`src/rtl/first_fit_coalescing_allocator_assert.svh`:
```
// -----------------------------------------------------------------------------
// Allocator assertion macros
// Shorthand for the concurrent checks of the allocator top level.
// -----------------------------------------------------------------------------
`ifndef FIRST_FIT_COALESCING_ALLOCATOR_ASSERT_SVH
`define FIRST_FIT_COALESCING_ALLOCATOR_ASSERT_SVH

// Same-cycle implication, checked outside reset.
`define FFCA_ASSERT_IMPL(label, ante, cons) \
    label: assert property (@(posedge i_clk) disable iff (!i_rst_n) (ante) |-> (cons)) \
        else $error("allocator check failed");

// Next-cycle implication, checked outside reset.
`define FFCA_ASSERT_NEXT(label, ante, cons) \
    label: assert property (@(posedge i_clk) disable iff (!i_rst_n) (ante) |=> (cons)) \
        else $error("allocator check failed");

`endif

```
`src/rtl/ffca_pkg.sv`:
```
// -----------------------------------------------------------------------------
// Allocator package
// Widths, constants, codes and the controller to datapath interface types.
// -----------------------------------------------------------------------------
package ffca_pkg;

    localparam int HEADER_BYTES = 16;
    localparam int ALIGN_BYTES  = 16;
    localparam int ALIGN_LOG    = $clog2(ALIGN_BYTES);
    localparam int ARENA_BITS   = 20;
    localparam int ARENA_W      = ARENA_BITS + 1;
    localparam int ADDR_W       = ARENA_BITS;
    localparam int SIZE_W       = 21;
    localparam int TAG_W        = 21;
    localparam int SUM_W        = 22;
    localparam int TAG_BITS     = ARENA_BITS - ALIGN_LOG;
    localparam int TAG_DEPTH    = 2 ** TAG_BITS;
    localparam int ARENA_MAX    = 2 ** ARENA_BITS;
    localparam int ARENA_MIN    = (2 * HEADER_BYTES > 32) ? 2 * HEADER_BYTES : 32;
    localparam int ARENA_RESET  = 8192;
    localparam int DEF_MAX_FREE = 64;

    typedef enum logic [2:0] {
        ST_OK        = 3'd0,
        ST_NO_SPACE  = 3'd1,
        ST_ZERO      = 3'd2,
        ST_NOT_ALLOC = 3'd3,
        ST_OUTSIDE   = 3'd4,
        ST_FULL      = 3'd5
    } t_status;

    typedef enum logic [2:0] {
        IDX_HOLD, IDX_ZERO, IDX_POS, IDX_CNT, IDX_INC, IDX_DEC
    } t_idx_op;

    typedef enum logic [1:0] {
        OFF_ZERO, OFF_PLUS, OFF_MINUS
    } t_off;

    typedef enum logic [2:0] {
        TB_NONE, TB_INIT, TB_SPLIT, TB_BOTH, TB_LEFT, TB_RIGHT, TB_NEW, TB_SHIFT
    } t_tbl_op;

    typedef enum logic [2:0] {
        TG_NONE, TG_CLEAR, TG_SIZE, TG_WHOLE, TG_FREE
    } t_tag_op;

    typedef enum logic [1:0] {
        CN_HOLD, CN_INIT, CN_INC, CN_DEC
    } t_cnt_op;

    typedef struct packed {
        logic [ADDR_W-1:0] start;
        logic [ADDR_W-1:0] pay;
    } t_entry;

    typedef struct packed {
        logic    latch;
        logic    clr_run;
        logic    scan_init;
        logic    scan_step;
        logic    scan_hit;
        logic    scan_miss;
        t_idx_op idx_op;
        t_off    rd_off;
        t_tbl_op tbl_op;
        t_tag_op tag_op;
        t_cnt_op cnt_op;
        logic    res_set;
        t_status res_code;
        logic    res_alloc_ok;
        logic    out_load;
    } t_dp_cmd;

    typedef struct packed {
        logic cfg_wr;
        logic clr_done;
        logic is_free;
        logic size_zero;
        logic outside;
        logic unaligned;
        logic tag_bad;
        logic at_end;
        logic alloc_hit;
        logic free_hit;
        logic split;
        logic ml;
        logic mr;
        logic full;
        logic drop_shift;
        logic ins_shift;
        logic dn_more;
        logic up_more;
        logic out_free;
    } t_dp_sts;

endpackage

```
`src/rtl/ffca_ctrl.sv`:
```
// -----------------------------------------------------------------------------
// Allocator controller
// Sequences clearing, request checks, table scan, table shifts and result.
// -----------------------------------------------------------------------------
module ffca_ctrl (
    input  logic              i_clk,
    input  logic              i_rst_n,
    input  logic              i_valid,
    output logic              o_stall,
    input  ffca_pkg::t_dp_sts i_sts,
    output ffca_pkg::t_dp_cmd o_cmd
);
    import ffca_pkg::*;

    typedef enum logic [10:0] {
        S_CLEAR  = 11'b000_0000_0001,
        S_IDLE   = 11'b000_0000_0010,
        S_EVAL   = 11'b000_0000_0100,
        S_TAGCHK = 11'b000_0000_1000,
        S_SCAN   = 11'b000_0001_0000,
        S_DECIDE = 11'b000_0010_0000,
        S_MERGE  = 11'b000_0100_0000,
        S_SHDN   = 11'b000_1000_0000,
        S_SHUP   = 11'b001_0000_0000,
        S_INS    = 11'b010_0000_0000,
        S_FIN    = 11'b100_0000_0000
    } t_state;

    t_state  r_state;
    t_state  n_state;
    t_dp_cmd cmd;

    always_comb begin
        cmd     = '0;
        n_state = r_state;
        case (r_state)
            S_CLEAR: begin
                cmd.tag_op  = TG_CLEAR;
                cmd.clr_run = 1'b1;
                if (i_sts.clr_done) begin
                    cmd.tbl_op = TB_INIT;
                    cmd.cnt_op = CN_INIT;
                    n_state    = S_IDLE;
                end
            end
            S_IDLE: begin
                if (i_valid) begin
                    cmd.latch = 1'b1;
                    n_state   = S_EVAL;
                end
            end
            S_EVAL: begin
                if (!i_sts.is_free) begin
                    if (i_sts.size_zero) begin
                        cmd.res_set  = 1'b1;
                        cmd.res_code = ST_ZERO;
                        n_state      = S_FIN;
                    end else begin
                        cmd.scan_init = 1'b1;
                        cmd.idx_op    = IDX_ZERO;
                        n_state       = S_SCAN;
                    end
                end else if (i_sts.outside) begin
                    cmd.res_set  = 1'b1;
                    cmd.res_code = ST_OUTSIDE;
                    n_state      = S_FIN;
                end else if (i_sts.unaligned) begin
                    cmd.res_set  = 1'b1;
                    cmd.res_code = ST_NOT_ALLOC;
                    n_state      = S_FIN;
                end else begin
                    n_state = S_TAGCHK;
                end
            end
            S_TAGCHK: begin
                if (i_sts.tag_bad) begin
                    cmd.res_set  = 1'b1;
                    cmd.res_code = ST_NOT_ALLOC;
                    n_state      = S_FIN;
                end else begin
                    cmd.scan_init = 1'b1;
                    cmd.idx_op    = IDX_ZERO;
                    n_state       = S_SCAN;
                end
            end
            S_SCAN: begin
                if (i_sts.at_end) begin
                    if (!i_sts.is_free) begin
                        cmd.res_set  = 1'b1;
                        cmd.res_code = ST_NO_SPACE;
                        n_state      = S_FIN;
                    end else begin
                        cmd.scan_miss = 1'b1;
                        n_state       = S_MERGE;
                    end
                end else if (i_sts.is_free ? i_sts.free_hit : i_sts.alloc_hit) begin
                    cmd.scan_hit = 1'b1;
                    n_state      = i_sts.is_free ? S_MERGE : S_DECIDE;
                end else begin
                    cmd.scan_step = 1'b1;
                    cmd.idx_op    = IDX_INC;
                end
            end
            S_DECIDE: begin
                cmd.res_set      = 1'b1;
                cmd.res_code     = ST_OK;
                cmd.res_alloc_ok = 1'b1;
                if (i_sts.split) begin
                    cmd.tbl_op = TB_SPLIT;
                    cmd.tag_op = TG_SIZE;
                    n_state    = S_FIN;
                end else begin
                    cmd.tag_op = TG_WHOLE;
                    cmd.idx_op = IDX_POS;
                    if (i_sts.drop_shift) begin
                        n_state = S_SHDN;
                    end else begin
                        cmd.cnt_op = CN_DEC;
                        n_state    = S_FIN;
                    end
                end
            end
            S_MERGE: begin
                cmd.res_set  = 1'b1;
                cmd.res_code = ST_OK;
                if (i_sts.ml && i_sts.mr) begin
                    cmd.tbl_op = TB_BOTH;
                    cmd.tag_op = TG_FREE;
                    cmd.idx_op = IDX_POS;
                    if (i_sts.drop_shift) begin
                        n_state = S_SHDN;
                    end else begin
                        cmd.cnt_op = CN_DEC;
                        n_state    = S_FIN;
                    end
                end else if (i_sts.ml) begin
                    cmd.tbl_op = TB_LEFT;
                    cmd.tag_op = TG_FREE;
                    n_state    = S_FIN;
                end else if (i_sts.mr) begin
                    cmd.tbl_op = TB_RIGHT;
                    cmd.tag_op = TG_FREE;
                    n_state    = S_FIN;
                end else if (i_sts.full) begin
                    cmd.res_code = ST_FULL;
                    n_state      = S_FIN;
                end else begin
                    cmd.tag_op = TG_FREE;
                    cmd.idx_op = IDX_CNT;
                    n_state    = i_sts.ins_shift ? S_SHUP : S_INS;
                end
            end
            S_SHDN: begin
                cmd.tbl_op = TB_SHIFT;
                if (i_sts.dn_more) begin
                    cmd.idx_op = IDX_INC;
                end else begin
                    cmd.cnt_op = CN_DEC;
                    n_state    = S_FIN;
                end
            end
            S_SHUP: begin
                cmd.tbl_op = TB_SHIFT;
                if (i_sts.up_more) begin
                    cmd.idx_op = IDX_DEC;
                end else begin
                    n_state = S_INS;
                end
            end
            S_INS: begin
                cmd.tbl_op = TB_NEW;
                cmd.cnt_op = CN_INC;
                n_state    = S_FIN;
            end
            S_FIN: begin
                if (i_sts.out_free) begin
                    cmd.out_load = 1'b1;
                    n_state      = S_IDLE;
                end
            end
            default: begin
                n_state = S_CLEAR;
            end
        endcase
        if (i_sts.cfg_wr) begin
            n_state = S_CLEAR;
        end
        case (n_state)
            S_SHDN:  cmd.rd_off = OFF_PLUS;
            S_SHUP:  cmd.rd_off = OFF_MINUS;
            default: cmd.rd_off = OFF_ZERO;
        endcase
    end

    always_ff @(posedge i_clk) begin
        if (!i_rst_n) begin
            r_state <= S_CLEAR;
        end else begin
            r_state <= n_state;
        end
    end

    assign o_cmd   = cmd;
    assign o_stall = (r_state != S_IDLE);

endmodule

```
`config.mk`:
```
export PLATFORM = sky130hd
export DESIGN_NAME = ffca_ctrl
export DESIGN_NICKNAME = d
export VERILOG_FILES = /design/src/rtl/first_fit_coalescing_allocator_assert.svh /design/src/rtl/ffca_pkg.sv /design/src/rtl/ffca_ctrl.sv
export SDC_FILE = /design/constraint.sdc
export NUM_CORES = 1
export LEC_CHECK = 0
export BUFFER_PORTS_ARGS = -buffer_cell sky130_fd_sc_hd__buf_4
export CAP_MARGIN = 20
export CELL_PAD_IN_SITES_DETAIL_PLACEMENT = 2
export CELL_PAD_IN_SITES_GLOBAL_PLACEMENT = 2
export CORE_ASPECT_RATIO = 1.25
export CORE_MARGIN = 8
export CORE_UTILIZATION = 26
export DETAILED_ROUTE_END_ITERATION = 16
export PLACE_DENSITY = 0.82
export SYNTH_ARGS = -nofsm -noshare
export SYNTH_HDL_FRONTEND = slang
export SYNTH_SLANG_ARGS = --single-unit
```
`constraint.sdc`:
```
create_clock -name i_clk -period 2.5 [get_ports i_clk]
set_input_delay 0.5 -clock i_clk [delete_from_list [all_inputs] [get_ports i_clk]]
set_output_delay 0.5 -clock i_clk [all_outputs]
set_load 0.05 [all_outputs]
```
Word level (Yosys, flattened, before mapping)
Cells that the tools add are included.
Word-level totals
  register bits: 11
  input bits: 22
  output and inout bits: 26
  word-level logic and storage cells: 99
Operators by class
  eq/ne operators: 14
  mux-type cells: 82
  reductions and logical operators: 2
Operators with widths (count)
  two-way mux 11 bit: 20
  case mux 11 bit (11 select lines): 1
  two-way mux 3 bit: 12
  two-way mux 4 bit: 7
  == test 11 x 8 -> 1 bit, second input constant: 2
  == test 11 x 9 -> 1 bit, second input constant: 2
  two-way mux 2 bit: 11
  case mux 3 bit (7 select lines): 1
  two-way mux 1 bit: 20
  case mux 4 bit (5 select lines): 1
  case mux 3 bit (5 select lines): 1
  two-way mux 6 bit: 2
  == test 11 x 1 -> 1 bit, second input constant: 1
  == test 11 x 10 -> 1 bit, second input constant: 1
  == test 11 bit, second input constant: 1
  == test 11 x 2 -> 1 bit, second input constant: 1
  == test 11 x 3 -> 1 bit, second input constant: 1
  == test 11 x 4 -> 1 bit, second input constant: 1
  == test 11 x 5 -> 1 bit, second input constant: 1
  == test 11 x 6 -> 1 bit, second input constant: 1
  == test 11 x 7 -> 1 bit, second input constant: 1
  inequality test 11 x 2 -> 1 bit, second input constant: 1
  two-way mux 10 bit: 1
  case mux 2 bit (5 select lines): 1
  other kinds (6): 6

Logic depth before layout (Yosys ltp)
  depth after elaboration: 9
  depth in mapped cells: 7
  gate-level depth less buffers: 6

Worst setup path after synthesis
No wires, ideal clock.
  path kind: reg-to-output
  start: register r_state[5]
  end: output port o_cmd[8] (netlist bit)
  data arrival time: 2.604 ns
  required time: 2.000 ns
  slack: -0.604 ns
  cell stages (with the launch flop): 6
  buffers on the path: 1
  path through: dfxtp_1 -> buf_6 -> nor4b_1 -> and3_1 -> inv_1 -> o21ai_0
RTL lines
  start, declared: RTL line ffca_ctrl.sv:29  | t_state r_state;
  start signal, assigned: RTL line ffca_ctrl.sv:199  | r_state <= n_state;
  end, declared: RTL line ffca_ctrl.sv:11  | output ffca_pkg::t_dp_cmd o_cmd

==> impl_summary.txt <==
----------------------------------------------------
[STA]
  Hold Fails Final Rpt ... 0
  Hold slack final ... 439 ps
  Normalized max-slew margin ... between 60% and 70%
  Ratio of final minimum period to clock period ... 109%
  Final count of negative-setup-slack endpoints ... 14
  Transition time at the pin with the least slew margin ... between 500 and 600 ps
  Max-slew violations ... 0
  Peak Freq ... 0.368 GHz
  Setup repair after global routing missed its margin ... true
  Worst Clk Skew ... ~8.5 ps
  Shortest period the worst path allows ... 2720 ps
  Final worst-path setup slack ... -216 ps

[Drt]
  Number of routed nets with antenna violations ... 0
  Post-route DRC violation count ... 0
  Starting DRC count in detailed routing ... 84
  Detailed-routing iteration count for the pre-antenna-repair pass ... 4
  Avg Vias per Cell ... approximately 5.7
  Wire length reported by the detailed router ... just over 8000 um
  Post-detailed-route wirelength per cell ... between 20 and 30 um
  Via count ... roughly 1700

[Global routing]
  Residual overflow from global routing ... 0
  Initial antenna violation count ... 0
  First-pass GRT wire length ... 11200 um
  Maximum number of pins on one net before global-route repair ... 13
  Total global routing track utilization ... 19.6%
  Number of global-route vias before repair ... about 1900

[Synthesis]
  Post-synthesis cell count ... ~170
  Count of unique library cells instantiated by Yosys ... approximately 50
  Synth top area cells ... sky130_fd_sc_hd__dfxtp_1 (18%), sky130_fd_sc_hd__nor2_1 (6.3%), sky130_fd_sc_hd__nand2_1 (5.4%)
  Post-Syn Area ... roughly 1200 sq um
  Sequential cell area fraction in the yosys report ... 17.7%
  Yosys synthesis warning count ... 0
  Post-Synthesis Net Count ... between 150 and 200
  Area fraction of the dominant cell type after synthesis ... 17.7%
  Cell taking the most area after synthesis ... sky130_fd_sc_hd__dfxtp_1
  Register bit total from synthesis ... 11
  Average size of a mapped cell ... between 7 and 8 sq um

[Critical path]
  CP Data Required Time ... approximately 2000 ps
  Nature of the critical path endpoint ... output port
  Capturing point of the worst reg2reg path ... r_state[9]$_SDFF_PN0_
  Logic depth of the worst register-to-register path ... 9
  Startpoint of the lowest-slack register-to-register path ... r_state[3]$_SDFF_PN0_
  Type of the worst setup path ... register to output port
  Arrival time of data at the critical path endpoint ... 2220 ps
  Critical Path Source Type ... register
  Critical Path Fanout Max ... 4
  Worst reg2reg setup slack ... approximately 210 ps

[Power]
  Internal power contribution ... between 0.0003 and 0.0004 W
  Share of power burned in the clock network ... between 30% and 40%
  Relative contribution of sequential cells to total power ... between 30% and 40%
  Pwr/cell area ... about 250 nW/um^2
  Total power ... ~0.00055 W
  Combinational Power Share ... a little under a third
  Static Leakage ... approximately 0.94 nW
  Worst vdd rail ir drop ... approximately 310 uV
  P_sw ... between 0.0002 and 0.00025 W
  Share of total power consumed by net switching ... between 30% and 40%

[Cells and area]
  Fill cells ... 500
  Area of all sequential standard cells ... 239 sq um
  Synth-to-layout area growth ... 78.9%
  Multi-input gate area ... between 1000 and 1500 sq um
  Register ranked first by flip-flop count ... r_state
  Biggest registers after layout ... r_state: 11 flops
  Share of cells above drive strength 1 ... around 59%
  Number of diodes added for antenna fixing ... 0
  Nets ... 263
  Final cell utilization of the core ... a little under half
  Max FFs per register ... 11

[Placement]
  GPL Wtd Cong ... 0.812
  Number of I/O port buffers ... between 40 and 50
  Placement-stage worst setup slack ... -0.353 ps
  Detailed placer's ending HPWL ... about 4900 um

[Outcome]
  Result of the run ... finished, violations left
  Violations in the final reports ... negative setup slack

[Floorplan]
  Area of the die ... roughly 7300 sq um
  Effective utilization at floorplan ... a little over a quarter
  Height of the die ... around 93 um
  Floorplan die width ... between 70 and 80 um
  Core box area ... 4690 sq um
  IO Count ... 48
  Number of rows in the core area ... 28

[Clocking]
  Clock root cell ... sky130_fd_sc_hd__clkbuf_8
  Clock edge transition at the registers on the reported setup and hold paths ... about 70 ps
  Clock buffer count from CTS ... 3
  Count of H-tree levels built during CTS ... 1
  CTS tree ... built
  Count of clock tree sinks ... 11
  Maximum clock insertion buffer count ... 2
  Total of hold buffers inserted after clock tree synthesis ... 0
  Clock latency at the later pin of the worst-skew pair ... ~260 ps

[Hold path]
  Hold Crit Depth ... 2
  Hold Startpoint ... i_sts[14]
  Worst Hold Path EP ... r_state[3]$_SDFF_PN0_
  Class of the worst hold path ... input port to register

[Job]
  Max-cap violations ... 0

----------------------------------------------------
synth_stat cells, drive strengths merged:
library cell	n
and3b	1
buf	10
a22o	1
o2111ai	2
nor3b	1
a21oi	5
o311a	1
nor4	4
o21ai	12
o21bai	2
a221o	1
nand3	10
a2111oi	1
nor3	5
a31oi	2
and3	3
nor4b	8
inv	9
o31ai	2
a31o	1
clkbuf	1
nor2b	5
ha	2
o22a	2
or3b	2
a32oi	1
nand2b	2
nand3b	1
dfxtp	11
nand4	4
o311ai	2
and2	3
xnor2	1
a21boi	3
or2	3
nor2	21
nand2	18
a211oi	1
xor2	2
cells by family (layout without fill, tap and decap cells):
logic type,after synthesis,count (layout),synth area share (%)
xor gates and xnor gates,3,3,2.11
and+or+nand+nor,91,91,44.6
buffers and inverters,20,92,9.44
adders and majority gates,2,2,2.01
AOI/OAI and AO/OA,39,39,24.2
DFF,11,11,17.7
final cells by class:
class / instances / share of cell area, %
repair buffers: 79 / 30.0
clock buffers: 4 / 2.02
multi-input cells: 135 / 52.4
flip-flops and latches: 11 / 10.7
inverters: 9 / 1.52
well taps: 60 / 3.37
worst max path at each step:
stage | start | end | cells past startpoint
finish | r_state[4]$_SDFF_PN0_ | o_cmd[15] | 7
global route | r_state[5]$_SDFF_PN0_ | o_cmd[15] | 7
CTS | r_state[2]$_SDFF_PN0_ | o_cmd[15] | 8
detailed placement | r_state[1]$_SDFF_PN0_ | o_cmd[14] | 7
global placement | r_state[5]$_SDFF_PN0_ | o_cmd[14] | 7
floorplan | r_state[5]$_SDFF_PN0_ | o_cmd[8] | 5
layer usage:
layer  global-route usage [%]  vias to the layer above  wire (um)
met5                        0                        -          0
met4                     8.67                        0        336
met3                     2.78                       24        295
met2                     35.7                       56       4260
met1                     22.1                      853       3400
li1                         -                      753          -
cell usage in the layout (no fill, tap or decap), types with 3 or more instances in the layout:
cell type and instances:
sky130_fd_sc_hd__nand2_1 15, sky130_fd_sc_hd__buf_8 4, sky130_fd_sc_hd__nor3_2 3, sky130_fd_sc_hd__nor4_4 3
sky130_fd_sc_hd__o21ai_0 6, sky130_fd_sc_hd__nor4b_2 4, sky130_fd_sc_hd__nand4_1 4, sky130_fd_sc_hd__buf_6 12
sky130_fd_sc_hd__o21ai_1 3, sky130_fd_sc_hd__nand3_1 4, sky130_fd_sc_hd__inv_1 9, sky130_fd_sc_hd__nand3_2 5
sky130_fd_sc_hd__a21oi_1 5, sky130_fd_sc_hd__o21ai_2 3, sky130_fd_sc_hd__buf_4 63, sky130_fd_sc_hd__nor2_4 3
sky130_fd_sc_hd__clkbuf_8 3, sky130_fd_sc_hd__dfxtp_4 4, sky130_fd_sc_hd__nor2b_1 5, sky130_fd_sc_hd__dfxtp_2 3
sky130_fd_sc_hd__nor2_1 18, sky130_fd_sc_hd__dfxtp_1 4
stage by stage:
step / area [sq um] / std cells / TNS (ps)
after detailed placement: 1800 / 286 / -0.353
after floorplan: 1270 / 166 / -282
after global placement: 1800 / 286 / 0
final: 2230 / 298 / -993
after global routing: 2230 / 298 / -1580
after CTS: 2050 / 294 / -9.94
power by group through the flow:
stage	logic (W)	registers [W]	clock network [W]
floorplan	0.0000657	0.000183	0
global placement	0.000133	0.000183	0
detailed placement	0.000137	0.000183	0
CTS	0.000151	0.000179	0.000182
global route	0.000177	0.000177	0.000202
finish	0.000171	0.000177	0.000206
critical path, cell delays in order (launching register included):
cell and delay (ps):
sky130_fd_sc_hd__dfxtp_1 470, sky130_fd_sc_hd__xnor2_1 200, sky130_fd_sc_hd__nor3_1 110, sky130_fd_sc_hd__o311a_4 380, sky130_fd_sc_hd__o311ai_1 360, sky130_fd_sc_hd__buf_4 220
sky130_fd_sc_hd__nor2_4 50, sky130_fd_sc_hd__buf_8 150
timing repair:
item,4_1_cts,5_1_grt
pin swaps,7,7
setup endpoints to repair,15,17
endpoints found under the hold margin,0,0
gates resized for setup,46,34
gates cloned,0,0
setup buffers,4,5
(Power assumes the default switching activity.)
